**config.mk**
```make
export PLATFORM = sky130hd
export DESIGN_NAME = flight_phase_detector
export DESIGN_NICKNAME = d
export VERILOG_FILES = /design/src/sv/fpd_pkg.sv /design/src/sv/flight_phase_detector.sv
export SDC_FILE = /design/constraint.sdc
export NUM_CORES = 2
export LEC_CHECK = 0
export BUFFER_PORTS_ARGS = -buffer_cell sky130_fd_sc_hd__buf_2
export CORE_AREA = 2 2 314 316
export DETAILED_ROUTE_END_ITERATION = 6
export DIE_AREA = 0 0 316 318
export PLACE_DENSITY = 0.55
export REMOVE_ABC_BUFFERS = 1
export SKIP_CTS_REPAIR_TIMING = 1
export SYNTH_ARGS = -nofsm -noshare
export SYNTH_HDL_FRONTEND = slang
export SYNTH_SLANG_ARGS = --single-unit
```
**constraint.sdc**
```tcl
create_clock -name clk -period 10.85 [get_ports clk]
set_input_delay 1.085 -clock clk [delete_from_list [all_inputs] [get_ports clk]]
set_output_delay 1.085 -clock clk [all_outputs]
set_load 0.01 [all_outputs]
```
**src/sv/fpd_pkg.sv**
```systemverilog
package fpd_pkg;

    // Field and register widths
    localparam int ALT_W    = 21;
    localparam int TIME_W   = 32;
    localparam int SPD_W    = 15;
    localparam int STILL_W  = 14;
    localparam int WIN_W    = 17;
    localparam int HGT_W    = 20;
    localparam int AVG_W    = 24;
    localparam int VZ_W     = 16;
    localparam int ADDR_W   = 5;

    // Smoothing and dwell constants
    localparam int ALPHA_Q8          = 64;
    localparam int DWELL_CLIMB_MS    = 2000;
    localparam int DWELL_GROUND_MS   = 5000;
    localparam int DWELL_FREEFALL_MS = 2000;
    localparam int DWELL_CANOPY_MS   = 2000;

    localparam int SPEED_LIMIT   = 32767;
    localparam int DEADBAND_CM_S = 5;
    localparam int VZ_SCALE      = 1000;

    // Divider: numerator magnitude is at most 2^21 * 1000, below 2^31
    localparam int NUM_W = 31;
    localparam int CNT_W = 5;

    // Flight modes
    localparam logic [1:0] MODE_GROUND   = 2'd0;
    localparam logic [1:0] MODE_CLIMB    = 2'd1;
    localparam logic [1:0] MODE_FREEFALL = 2'd2;
    localparam logic [1:0] MODE_CANOPY   = 2'd3;

    // Register indexes
    localparam logic [2:0] REG_GROUND_BASE  = 3'd0;
    localparam logic [2:0] REG_CLIMB_ENTER  = 3'd1;
    localparam logic [2:0] REG_STILL        = 3'd2;
    localparam logic [2:0] REG_FF_ENTER     = 3'd3;
    localparam logic [2:0] REG_CANOPY_ENTER = 3'd4;
    localparam logic [2:0] REG_CANOPY_EXIT  = 3'd5;
    localparam logic [2:0] REG_GROUND_WIN   = 3'd6;
    localparam logic [2:0] REG_CANOPY_MIN   = 3'd7;

endpackage

```
**src/sv/flight_phase_detector.sv**
```systemverilog
// Flight phase detector. Each input transaction is an altitude sample (cm) with a
// millisecond timestamp; each produces exactly one output transaction carrying the
// flight mode (ground, climb, freefall, canopy) and the Q8 smoothed vertical speed.
// A sample with a nonzero time step is loaded in its acceptance cycle, then passes the
// bit-serial restoring divider that forms the raw speed, then saturate, average,
// mode-update and output steps. A zero time step skips the divider, and the first
// sample after reset or after a zero timestamp only stores the sample. in_stall is
// high while a sample is in work and while a finished result waits for the output
// register. Thresholds are written through the APB port at byte address 4*index and
// should only change while idle.
module flight_phase_detector
    import fpd_pkg::*;
(
    input  logic                     clk,
    input  logic                     rst_n,
    // sample input
    input  logic                     in_valid,
    output logic                     in_stall,
    input  logic signed [ALT_W-1:0]  altitude_cm,
    input  logic [TIME_W-1:0]        time_ms,
    // result output
    output logic                     out_valid,
    input  logic                     out_stall,
    output logic [1:0]               mode,
    output logic signed [AVG_W-1:0]  smoothed_speed_q8,
    // configuration
    input  logic                     psel,
    input  logic                     penable,
    input  logic                     pwrite,
    input  logic [ADDR_W-1:0]        paddr,
    input  logic [31:0]              pwdata,
    output logic [31:0]              prdata,
    output logic                     pready
);

    localparam logic [2:0] S_IDLE  = 3'd0;
    localparam logic [2:0] S_DIV   = 3'd1;
    localparam logic [2:0] S_SPEED = 3'd2;
    localparam logic [2:0] S_AVG   = 3'd3;
    localparam logic [2:0] S_FSM   = 3'd4;
    localparam logic [2:0] S_DONE  = 3'd5;

    // Configuration registers
    logic signed [ALT_W-1:0]   ground_base_reg;
    logic signed [SPD_W-1:0]   climb_enter_reg;
    logic [STILL_W-1:0]        still_speed_reg;
    logic signed [SPD_W-1:0]   ff_enter_reg;
    logic signed [SPD_W-1:0]   canopy_enter_reg;
    logic signed [SPD_W-1:0]   canopy_exit_reg;
    logic [WIN_W-1:0]          ground_win_reg;
    logic [HGT_W-1:0]          canopy_min_reg;

    // Detector state
    logic [2:0]                state_reg, state_next;
    logic signed [ALT_W-1:0]   last_alt_reg, last_alt_next;
    logic [TIME_W-1:0]         last_time_reg, last_time_next;
    logic [TIME_W-1:0]         entry_time_reg, entry_time_next;
    logic [1:0]                mode_reg, mode_next;
    logic signed [AVG_W-1:0]   avg_reg, avg_next;
    logic [TIME_W-1:0]         hold_reg, hold_next;

    // Per-sample working registers
    logic signed [ALT_W-1:0]   alt_reg, alt_next;
    logic [TIME_W-1:0]         now_reg, now_next;
    logic [TIME_W-1:0]         dt_reg, dt_next;
    logic                      neg_reg, neg_next;
    logic [TIME_W-1:0]         rem_reg, rem_next;
    logic [NUM_W-1:0]          quo_reg, quo_next;
    logic [CNT_W-1:0]          cnt_reg, cnt_next;
    logic signed [VZ_W-1:0]    vz_reg, vz_next;

    // Output register
    logic                      out_valid_reg, out_valid_next;
    logic [1:0]                out_mode_reg, out_mode_next;
    logic signed [AVG_W-1:0]   out_avg_reg, out_avg_next;

    logic                      cfg_wr;
    logic [2:0]                cfg_idx;
    logic                      in_acc;

    // Load-cycle arithmetic
    logic signed [ALT_W:0]     dalt;
    logic [ALT_W:0]            dalt_mag;
    logic [31:0]               num_full;
    logic [TIME_W-1:0]         dt_in;

    // Shared divider step
    logic [TIME_W:0]           trial;
    logic                      fits;

    // Speed saturation
    logic [NUM_W-1:0]          q_sat;
    logic [VZ_W-1:0]           q_mag;

    // Averaging
    logic signed [33:0]        keep_prod;
    logic signed [33:0]        alpha_prod;
    logic signed [33:0]        avg_sum;

    // Mode decision terms
    logic signed [ALT_W:0]     height;
    logic [ALT_W:0]            height_mag;
    logic [AVG_W-1:0]          avg_mag;
    logic                      still, near;
    logic                      above_climb, below_ff, above_canopy, below_exit;
    logic                      high_enough;
    logic [TIME_W-1:0]         elapsed;
    logic [TIME_W-1:0]         hold_start;

    assign pready   = 1'b1;
    assign cfg_wr   = psel & penable & pwrite;
    assign cfg_idx  = paddr[ADDR_W-1:2];
    assign in_stall = (state_reg != S_IDLE);
    assign in_acc   = in_valid & ~in_stall;

    assign out_valid         = out_valid_reg;
    assign mode              = out_mode_reg;
    assign smoothed_speed_q8 = out_avg_reg;

    // Configuration write
    always_ff @(posedge clk or negedge rst_n)
    begin
        if (!rst_n)
        begin
            ground_base_reg  <= '0;
            climb_enter_reg  <= SPD_W'(100);
            still_speed_reg  <= STILL_W'(50);
            ff_enter_reg     <= SPD_W'(-1500);
            canopy_enter_reg <= SPD_W'(-1200);
            canopy_exit_reg  <= SPD_W'(-2500);
            ground_win_reg   <= WIN_W'(3000);
            canopy_min_reg   <= HGT_W'(30000);
        end
        else if (cfg_wr)
        begin
            unique case (cfg_idx)
                REG_GROUND_BASE:  ground_base_reg  <= pwdata[ALT_W-1:0];
                REG_CLIMB_ENTER:  climb_enter_reg  <= pwdata[SPD_W-1:0];
                REG_STILL:        still_speed_reg  <= pwdata[STILL_W-1:0];
                REG_FF_ENTER:     ff_enter_reg     <= pwdata[SPD_W-1:0];
                REG_CANOPY_ENTER: canopy_enter_reg <= pwdata[SPD_W-1:0];
                REG_CANOPY_EXIT:  canopy_exit_reg  <= pwdata[SPD_W-1:0];
                REG_GROUND_WIN:   ground_win_reg   <= pwdata[WIN_W-1:0];
                REG_CANOPY_MIN:   canopy_min_reg   <= pwdata[HGT_W-1:0];
                default: ;
            endcase
        end
    end

    // Configuration read
    always_comb
    begin
        unique case (cfg_idx)
            REG_GROUND_BASE:  prdata = 32'(ground_base_reg);
            REG_CLIMB_ENTER:  prdata = 32'(climb_enter_reg);
            REG_STILL:        prdata = 32'(still_speed_reg);
            REG_FF_ENTER:     prdata = 32'(ff_enter_reg);
            REG_CANOPY_ENTER: prdata = 32'(canopy_enter_reg);
            REG_CANOPY_EXIT:  prdata = 32'(canopy_exit_reg);
            REG_GROUND_WIN:   prdata = 32'(ground_win_reg);
            REG_CANOPY_MIN:   prdata = 32'(canopy_min_reg);
            default:          prdata = '0;
        endcase
    end

    // Numerator magnitude and time step at load
    assign dalt     = (ALT_W+1)'(altitude_cm) - (ALT_W+1)'(last_alt_reg);
    assign dalt_mag = dalt[ALT_W] ? (ALT_W+1)'(-dalt) : (ALT_W+1)'(dalt);
    assign num_full = 32'(dalt_mag) * 32'(VZ_SCALE);
    assign dt_in    = time_ms - last_time_reg;

    // Restoring divider step
    assign trial = {rem_reg, quo_reg[NUM_W-1]};
    assign fits  = (trial >= {1'b0, dt_reg});

    // Saturate, then dead band
    assign q_sat = (quo_reg > NUM_W'(SPEED_LIMIT)) ? NUM_W'(SPEED_LIMIT) : quo_reg;
    assign q_mag = (q_sat < NUM_W'(DEADBAND_CM_S)) ? '0 : q_sat[VZ_W-1:0];

    // Q8 exponential average, floor of the kept part
    assign keep_prod  = 34'(avg_reg) * $signed(34'(256 - ALPHA_Q8));
    assign alpha_prod = 34'(vz_reg) * $signed(34'(ALPHA_Q8));
    assign avg_sum    = alpha_prod + (keep_prod >>> 8);

    // Mode decision terms, against the updated average
    assign height       = (ALT_W+1)'(alt_reg) - (ALT_W+1)'(ground_base_reg);
    assign height_mag   = height[ALT_W] ? (ALT_W+1)'(-height) : (ALT_W+1)'(height);
    assign avg_mag      = avg_reg[AVG_W-1] ? AVG_W'(-avg_reg) : AVG_W'(avg_reg);
    assign still        = (avg_mag < AVG_W'({still_speed_reg, 8'b0}));
    assign near         = (height_mag < (ALT_W+1)'(ground_win_reg));
    assign above_climb  = (avg_reg > $signed({climb_enter_reg[SPD_W-1], climb_enter_reg, 8'b0}));
    assign below_ff     = (avg_reg < $signed({ff_enter_reg[SPD_W-1], ff_enter_reg, 8'b0}));
    assign above_canopy = (avg_reg > $signed({canopy_enter_reg[SPD_W-1], canopy_enter_reg,
                                              8'b0}));
    assign below_exit   = (avg_reg < $signed({canopy_exit_reg[SPD_W-1], canopy_exit_reg,
                                              8'b0}));
    assign high_enough  = (height > $signed((ALT_W+1)'(canopy_min_reg)));
    assign elapsed      = now_reg - entry_time_reg;
    assign hold_start   = (hold_reg == '0) ? now_reg : hold_reg;

    // Sequencer
    always_comb
    begin
        state_next      = state_reg;
        last_alt_next   = last_alt_reg;
        last_time_next  = last_time_reg;
        entry_time_next = entry_time_reg;
        mode_next       = mode_reg;
        avg_next        = avg_reg;
        hold_next       = hold_reg;
        alt_next        = alt_reg;
        now_next        = now_reg;
        dt_next         = dt_reg;
        neg_next        = neg_reg;
        rem_next        = rem_reg;
        quo_next        = quo_reg;
        cnt_next        = cnt_reg;
        vz_next         = vz_reg;
        out_valid_next  = out_valid_reg & out_stall;
        out_mode_next   = out_mode_reg;
        out_avg_next    = out_avg_reg;

        unique case (state_reg)
            S_IDLE:
            begin
                if (in_acc)
                begin
                    alt_next = altitude_cm;
                    now_next = time_ms;
                    dt_next  = dt_in;
                    neg_next = dalt[ALT_W];
                    rem_next = '0;
                    quo_next = num_full[NUM_W-1:0];
                    cnt_next = CNT_W'(NUM_W - 1);
                    if (last_time_reg == '0)
                    begin
                        // first sample only stores
                        last_alt_next   = altitude_cm;
                        last_time_next  = time_ms;
                        entry_time_next = time_ms;
                        state_next      = S_DONE;
                    end
                    else if (dt_in == '0)
                    begin
                        vz_next    = '0;
                        state_next = S_AVG;
                    end
                    else
                    begin
                        state_next = S_DIV;
                    end
                end
            end
            S_DIV:
            begin
                rem_next = fits ? TIME_W'(trial - {1'b0, dt_reg}) : trial[TIME_W-1:0];
                quo_next = {quo_reg[NUM_W-2:0], fits};
                cnt_next = cnt_reg - 1'b1;
                if (cnt_reg == '0)
                begin
                    state_next = S_SPEED;
                end
            end
            S_SPEED:
            begin
                vz_next    = neg_reg ? VZ_W'(-q_mag) : VZ_W'(q_mag);
                state_next = S_AVG;
            end
            S_AVG:
            begin
                avg_next   = avg_sum[AVG_W-1:0];
                state_next = S_FSM;
            end
            S_FSM:
            begin
                unique case (mode_reg)
                    MODE_GROUND:
                    begin
                        if (above_climb && elapsed >= TIME_W'(DWELL_CLIMB_MS))
                        begin
                            mode_next       = MODE_CLIMB;
                            entry_time_next = now_reg;
                        end
                    end
                    MODE_CLIMB:
                    begin
                        // hold near ground before returning, else try freefall
                        if (still && near &&
                            (now_reg - hold_start) >= TIME_W'(DWELL_GROUND_MS))
                        begin
                            mode_next       = MODE_GROUND;
                            entry_time_next = now_reg;
                            hold_next       = '0;
                        end
                        else
                        begin
                            hold_next = (still && near) ? hold_start : '0;
                            if (below_ff && elapsed >= TIME_W'(DWELL_CLIMB_MS))
                            begin
                                mode_next       = MODE_FREEFALL;
                                entry_time_next = now_reg;
                            end
                        end
                    end
                    MODE_FREEFALL:
                    begin
                        if (above_canopy && high_enough &&
                            elapsed >= TIME_W'(DWELL_FREEFALL_MS))
                        begin
                            mode_next       = MODE_CANOPY;
                            entry_time_next = now_reg;
                        end
                    end
                    MODE_CANOPY:
                    begin
                        priority if (below_exit && elapsed >= TIME_W'(DWELL_CANOPY_MS))
                        begin
                            mode_next       = MODE_FREEFALL;
                            entry_time_next = now_reg;
                        end
                        else if (still && near && elapsed >= TIME_W'(DWELL_GROUND_MS))
                        begin
                            mode_next       = MODE_GROUND;
                            entry_time_next = now_reg;
                        end
                    end
                    default: ;
                endcase
                last_alt_next  = alt_reg;
                last_time_next = now_reg;
                state_next     = S_DONE;
            end
            S_DONE:
            begin
                // wait for the output register to free up
                if (!out_valid_reg || !out_stall)
                begin
                    out_valid_next = 1'b1;
                    out_mode_next  = mode_reg;
                    out_avg_next   = avg_reg;
                    state_next     = S_IDLE;
                end
            end
            default:
            begin
                state_next = S_IDLE;
            end
        endcase
    end

    // Control and detector state
    always_ff @(posedge clk or negedge rst_n)
    begin
        if (!rst_n)
        begin
            state_reg      <= S_IDLE;
            last_alt_reg   <= '0;
            last_time_reg  <= '0;
            entry_time_reg <= '0;
            mode_reg       <= MODE_GROUND;
            avg_reg        <= '0;
            hold_reg       <= '0;
            out_valid_reg  <= 1'b0;
        end
        else
        begin
            state_reg      <= state_next;
            last_alt_reg   <= last_alt_next;
            last_time_reg  <= last_time_next;
            entry_time_reg <= entry_time_next;
            mode_reg       <= mode_next;
            avg_reg        <= avg_next;
            hold_reg       <= hold_next;
            out_valid_reg  <= out_valid_next;
        end
    end

    // Working and payload registers
    always_ff @(posedge clk)
    begin
        alt_reg      <= alt_next;
        now_reg      <= now_next;
        dt_reg       <= dt_next;
        neg_reg      <= neg_next;
        rem_reg      <= rem_next;
        quo_reg      <= quo_next;
        cnt_reg      <= cnt_next;
        vz_reg       <= vz_next;
        out_mode_reg <= out_mode_next;
        out_avg_reg  <= out_avg_next;
    end

    // Checks
    a_out_from_done: assert property (@(posedge clk) disable iff (!rst_n)
        $rose(out_valid_reg) |-> $past(state_reg == S_DONE))
        else $error("result raised outside the done step");

    a_mode_only_in_fsm: assert property (@(posedge clk) disable iff (!rst_n)
        (state_reg != S_FSM) |=> $stable(mode_reg))
        else $error("mode changed outside the mode update step");

    a_div_remainder: assert property (@(posedge clk) disable iff (!rst_n)
        (state_reg == S_DIV) |-> (rem_reg < dt_reg))
        else $error("divider remainder not below divisor");

    a_accept_next: assert property (@(posedge clk) disable iff (!rst_n)
        in_acc |=> (state_reg == S_DIV || state_reg == S_AVG || state_reg == S_DONE))
        else $error("bad step after accepting a transaction");

    a_avg_bound: assert property (@(posedge clk) disable iff (!rst_n)
        (avg_reg <= $signed(AVG_W'(SPEED_LIMIT * 256))) &&
        (avg_reg >= $signed(AVG_W'(-SPEED_LIMIT * 256))))
        else $error("smoothed speed out of range");

endmodule

```
Yosys cells after proc, flatten, opt, wreduce, memory -nomap -nowiden. Cells that the tools add are included.

$add $sub $neg: 12. Multipliers: 2. Magnitude comparators: 13. Equality and inequality tests: 29. Muxes and demuxes: 50. Bitwise operators: 5. Reductions and logical operators: 39.

Operators by type and width (number): two-way mux 32 bit (13); one-hot mux 32 bit (8 select lines) (1); one-hot mux 32 bit (2 select lines) (3); one-hot mux 32 bit (4 select lines) (1); subtractor 32 bit (4); logical NOT 32 bit (3); two-way mux 16 bit (5); >= comparator 32 x 13 -> 1 bit, second input constant (2); two-way mux 31 bit (2); one-hot mux 31 bit (2 select lines) (1); greater-than comparator 24 x 23 -> 1 bit (2); < comparator 24 x 23 -> 1 bit (2); two-way mux 22 bit (2); negation 22 bit (2); subtractor 21 x 21 -> 22 bit (2); two-way mux 21 bit (2); one-hot mux 21 bit (2 select lines) (1); >= comparator 33 x 32 -> 1 bit (1); >= comparator 32 x 11 -> 1 bit, second input constant (1); one-hot mux 16 bit (2 select lines) (1); greater-than comparator 31 x 15 -> 1 bit, second input constant (1); < comparator 31 x 3 -> 1 bit, second input constant (1); multiplier 22 x 7 -> 28 bit, second input constant (1); multiplier 24 x 3 -> 26 bit, second input constant (1); other kinds (38) (95).

Register bits after elaboration: 475. Input bits: 97. Output and inout bits: 61. Word-level logic and storage cells: 176.

Depth between registers and ports, before layout.
Depth in word-level cells: 10. Gate-level depth with buffers: 37.

Worst setup path after synthesis. No wires, ideal clock.

Path type: in2reg. From: input altitude_cm[1]. To: register quo_reg[30] (data pin). Setup time: 0.270 ns. Arrival: 8.962 ns. Data required time: 10.580 ns. Setup slack: 1.618 ns. Stages on the path: 33. Path buffers: 1. Cell sequence: ha_1 nor2b_1 o31ai_1 a21oi_1 a311oi_1 a211oi_1 a211oi_1 o21bai_1 a31oi_1 nor2b_1 o22a_1 inv_2 clkbuf_1 o21ai_0 xnor2_1 fa_1 inv_1 fa_1 fa_1 fa_1 inv_1 ha_1 a21o_1 a2111oi_0 a21oi_1 a31oi_1 a211oi_1 o21a_1 o21a_1 or4_1 a31oi_1 xnor2_1 a21oi_1.

Longest elaborated chain between the ends: 6.

RTL lines: start, declared (line flight_phase_detector.sv:19) `input logic signed [ALT_W-1:0] altitude_cm,`; subtractor 21 x 21 -> 22 bit (*) (line flight_phase_detector.sv:167) `assign dalt = (ALT_W+1)'(altitude_cm) - (ALT_W+1)'(last_alt_reg);`; named net dalt[21] (line flight_phase_detector.sv:82) `logic signed [ALT_W:0] dalt;`; negation 22 bit (line flight_phase_detector.sv:168) `assign dalt_mag = dalt[ALT_W] ? (ALT_W+1)'(-dalt) : (ALT_W+1)'(dalt);`; two-way mux 22 bit (*) (line flight_phase_detector.sv:168); multiplier 22 x 7 -> 28 bit (*) (line flight_phase_detector.sv:169) `assign num_full = 32'(dalt_mag) * 32'(VZ_SCALE);`; two-way mux 31 bit (*) (line flight_phase_detector.sv:226) `if (in_acc)`; one-hot mux 31 bit (2 select lines) (*) (line flight_phase_detector.sv:223) `unique case (state_reg)`; named net quo_next[30] (line flight_phase_detector.sv:68) `logic [NUM_W-1:0] quo_reg, quo_next;`; end signal, assigned (line flight_phase_detector.sv:386) `quo_reg <= quo_next;`; end, declared (line flight_phase_detector.sv:68).

The timed path passes the listed nets; every way through them passes the cells marked *. The select of a mux whose other input is x is not followed. A chain may end at the register's enable or synchronous reset.

Worst setup path in the final report.
From: input altitude_cm[1]. To: register quo_reg[30] (data pin).

Longest elaborated chain between the ends: 6.

RTL lines (line): subtractor 21 x 21 -> 22 bit (*) (flight_phase_detector.sv:167); negation 22 bit (flight_phase_detector.sv:168); two-way mux 22 bit (*) (flight_phase_detector.sv:168); multiplier 22 x 7 -> 28 bit (*) (flight_phase_detector.sv:169); two-way mux 31 bit (*) (flight_phase_detector.sv:226); one-hot mux 31 bit (2 select lines) (*) (flight_phase_detector.sv:223); named net quo_next[30] (flight_phase_detector.sv:68).

Marks and branches as above.

==> out/qor.txt <==
Crit end category: flip-flop
Synth top area share: 15.2%
Required time of the worst setup path: 11220 ps
Startpoint types: input pin
Number of nets with antenna violations after routing: 0
Status: completed
DRT Pass-1 Iters: 7
Fraction of registers with async set/reset: 58.7%
Ports: 158
Row count: 115
TritonCTS Sinks: 475
Most frequent cells in the layout: 457 x inv_1, 422 x ha_1, 403 x nand2_1
Synth warn: 0
Hold Violations, Final: 0
Synth area leader: edfxtp_1
CP max stage cell: xnor2_1
CP arrival: 10120 ps
Die area: 100000 um^2
Max_cap viols: 0
Register area share after synthesis: 33.5%
Global Route Usage Sum: 21.5%
Vias/cell: 5.42
First-pass GRT wire length: 170000 um
Clock latency on the worst-skew pair: 690 ps
Root buf cell: clkbuf_16
Setup TNS: 0 ps
Post-Route WL: 108000 um
Most common cell after layout, fill and taps aside: inv_1
Vias in the first global route: 29.9k
Mapped Cells: 4246
Port bufs: 143
Via count of the routed design: 30.7k
Avg Inst Size Synth: 9.09 um^2
CP Class: input pin to flip-flop
Detailed-route DRC error count: 0
Final Slew Violations: 0
Synth Cell Area: 38600 um^2
Final Skew: 46.3 ps
Synthesis-to-layout area growth: 10.6%
FF-to-FF setup slack: 1210 ps
CP peak stage delay: 740 ps
Nets: 4932
Final setup fails: 0
Hold WC Path Type: input pin to async pin
Crit-path max FO: 7
Fin crit share: 89.8%
Register clock-pin slew on the reported worst setup and hold paths: 60 ps
Largest net degree at the start of global routing: 139
Yosys reg bits: 475
Clock Path Buffers: 3
DIE WIDTH: 316 um
Layout cells sized above 1: 9.86%
Least-Margin Pin Slew: 1170 ps
Routed WL per cell: 19.1 um
Gr ovfl total: 0
Final min period: 9740 ps
Area contributors post-synth: edfxtp_1 15%, dfrtp_1 15%, ha_1 14%, inv_1 4.5%, o21ai_0 4.3%
1st-iter DRT viols: 1843
Distinct cells, synth: 108
Number of synthesized flops with an enable pin: 196
Util after Layout: 43.8%
Initial antenna violation count: 31
Most used cell, CP: fa_1
Num CTS Buffers: 58
FMAX: 103 MHz
Core area: 97400 um^2
CTS H-Tree Depth: 2
Worst rel slew slack: 21.7%
Most used DFF post-synth: dfrtp_1
Height of the die: 318 um
GPL Wtd Cong: 0.902
Initial core utilization: 39.6%
TritonCTS clock tree: done
RSZ-0062 raised after global routing: false
Post-DP HPWL: 83500 um
-- path summary, 6_finish.rpt --
kind                       cells past startpoint                         from                              to
setup / recovery                              33               altitude_cm[1]           quo_reg[30]$_DFFE_PP_
hold / removal                                 1                        rst_n  climb_enter_reg[3]$_DFFE_PN0P_
setup reg to reg                              33  last_alt_reg[1]$_DFFE_PN0P_           quo_reg[30]$_DFFE_PP_
hold reg to reg                                2  last_alt_reg[8]$_DFFE_PN0P_     last_alt_reg[8]$_DFFE_PN0P_
max in group asynchronous                      3                        rst_n   last_time_reg[22]$_DFFE_PN0P_
min in group clk                               2  last_alt_reg[8]$_DFFE_PN0P_     last_alt_reg[8]$_DFFE_PN0P_
-- Yosys cell counts (12+ instances only) --
| cell | number |
|---|---|
| o31a_1 | 15 |
| o31ai_1 | 17 |
| and2_1 | 13 |
| nor2_1 | 274 |
| dfrtp_1 | 235 |
| o21a_1 | 50 |
| nor2b_1 | 46 |
| mux2i_1 | 128 |
| o21ai_0 | 332 |
| nand2b_1 | 42 |
| nand2_1 | 404 |
| a21o_1 | 103 |
| o2111ai_1 | 15 |
| fa_1 | 81 |
| a21boi_0 | 15 |
| clkbuf_1 | 118 |
| nor3_1 | 64 |
| mux4_2 | 12 |
| nand3_1 | 66 |
| inv_1 | 458 |
| mux2_2 | 33 |
| nand4_1 | 46 |
| o211ai_1 | 17 |
| or2_2 | 16 |
| nand3b_1 | 13 |
| nor4_1 | 42 |
| xor2_1 | 74 |
| ha_1 | 422 |
| a21oi_1 | 283 |
| and3_1 | 28 |
| a221oi_1 | 17 |
| edfxtp_1 | 196 |
| a31oi_1 | 30 |
| xnor2_1 | 154 |
| buf_4 | 13 |
| dfstp_2 | 44 |
| or3_1 | 29 |
| o21ai_1 | 44 |
| o21bai_1 | 19 |
| a211oi_1 | 27 |
-- critical path: cells and delay by family --
kind / cells / cell delay, ps
AND/OR/NAND/NOR: 3 / 640
adder cells (fa/ha/maj): 6 / 2620
XOR/XNOR: 2 / 880
buffers and inverters: 4 / 360
AO/OA/AOI/OAI: 18 / 4520
-- through the flow --
stage	hold WS [ps]	setup slack [ps]	std cells	cell area [um^2]
after detailed placement	473	544	5559	40600
after global placement	467	563	5559	40600
after global routing	447	448	5673	42700
after CTS	419	1190	5668	42700
final	404	1110	5675	42700
after floorplan	450	1670	4092	37900
-- cell families (layout without fill, tap and decap cells) --
logic type	after synthesis	count (layout)	synth area share, %
AND/OR/NAND/NOR	1134	1134	13.9
AO/OA/AOI/OAI	1111	1111	18.1
buffers and inverters	615	750	6.21
adder cells (fa/ha/maj)	505	505	17.9
flip-flops	475	475	33.5
XOR/XNOR	231	231	5.30
multiplexers	174	174	5.01
other	1	8	0.00971
-- routing by layer --
| layer | up-vias | part of all wire [%] | track usage (%) | routed length, um |
|---|---|---|---|---|
| li1 | 15200 | - | - | - |
| met1 | 14700 | 45 | 28.2 | 48300 |
| met2 | 580 | 45 | 34.6 | 49300 |
| met3 | 172 | 6.3 | 5.21 | 6780 |
| met4 | 38 | 3.5 | 7.17 | 3760 |
| met5 | - | 0.21 | 0 | 233 |
-- final cells by class --
| cell class | instances | area (um^2) |
|---|---|---|
| Antenna cell | 7 | 17.5 |
| Timing Repair Buffer | 180 | 1020 |
| Tap cell | 1287 | 1610 |
| Clock inverter | 33 | 458 |
| Multi-Input combinational cell | 3156 | 23400 |
| Fill cell | 9608 | 54700 |
| Clock buffer | 76 | 1570 |
| Sequential cell | 475 | 12900 |
| Inverter | 461 | 1730 |
Power is not shown: default switching activity piles up to over one toggle a cycle in this logic, so the estimate is an artifact.
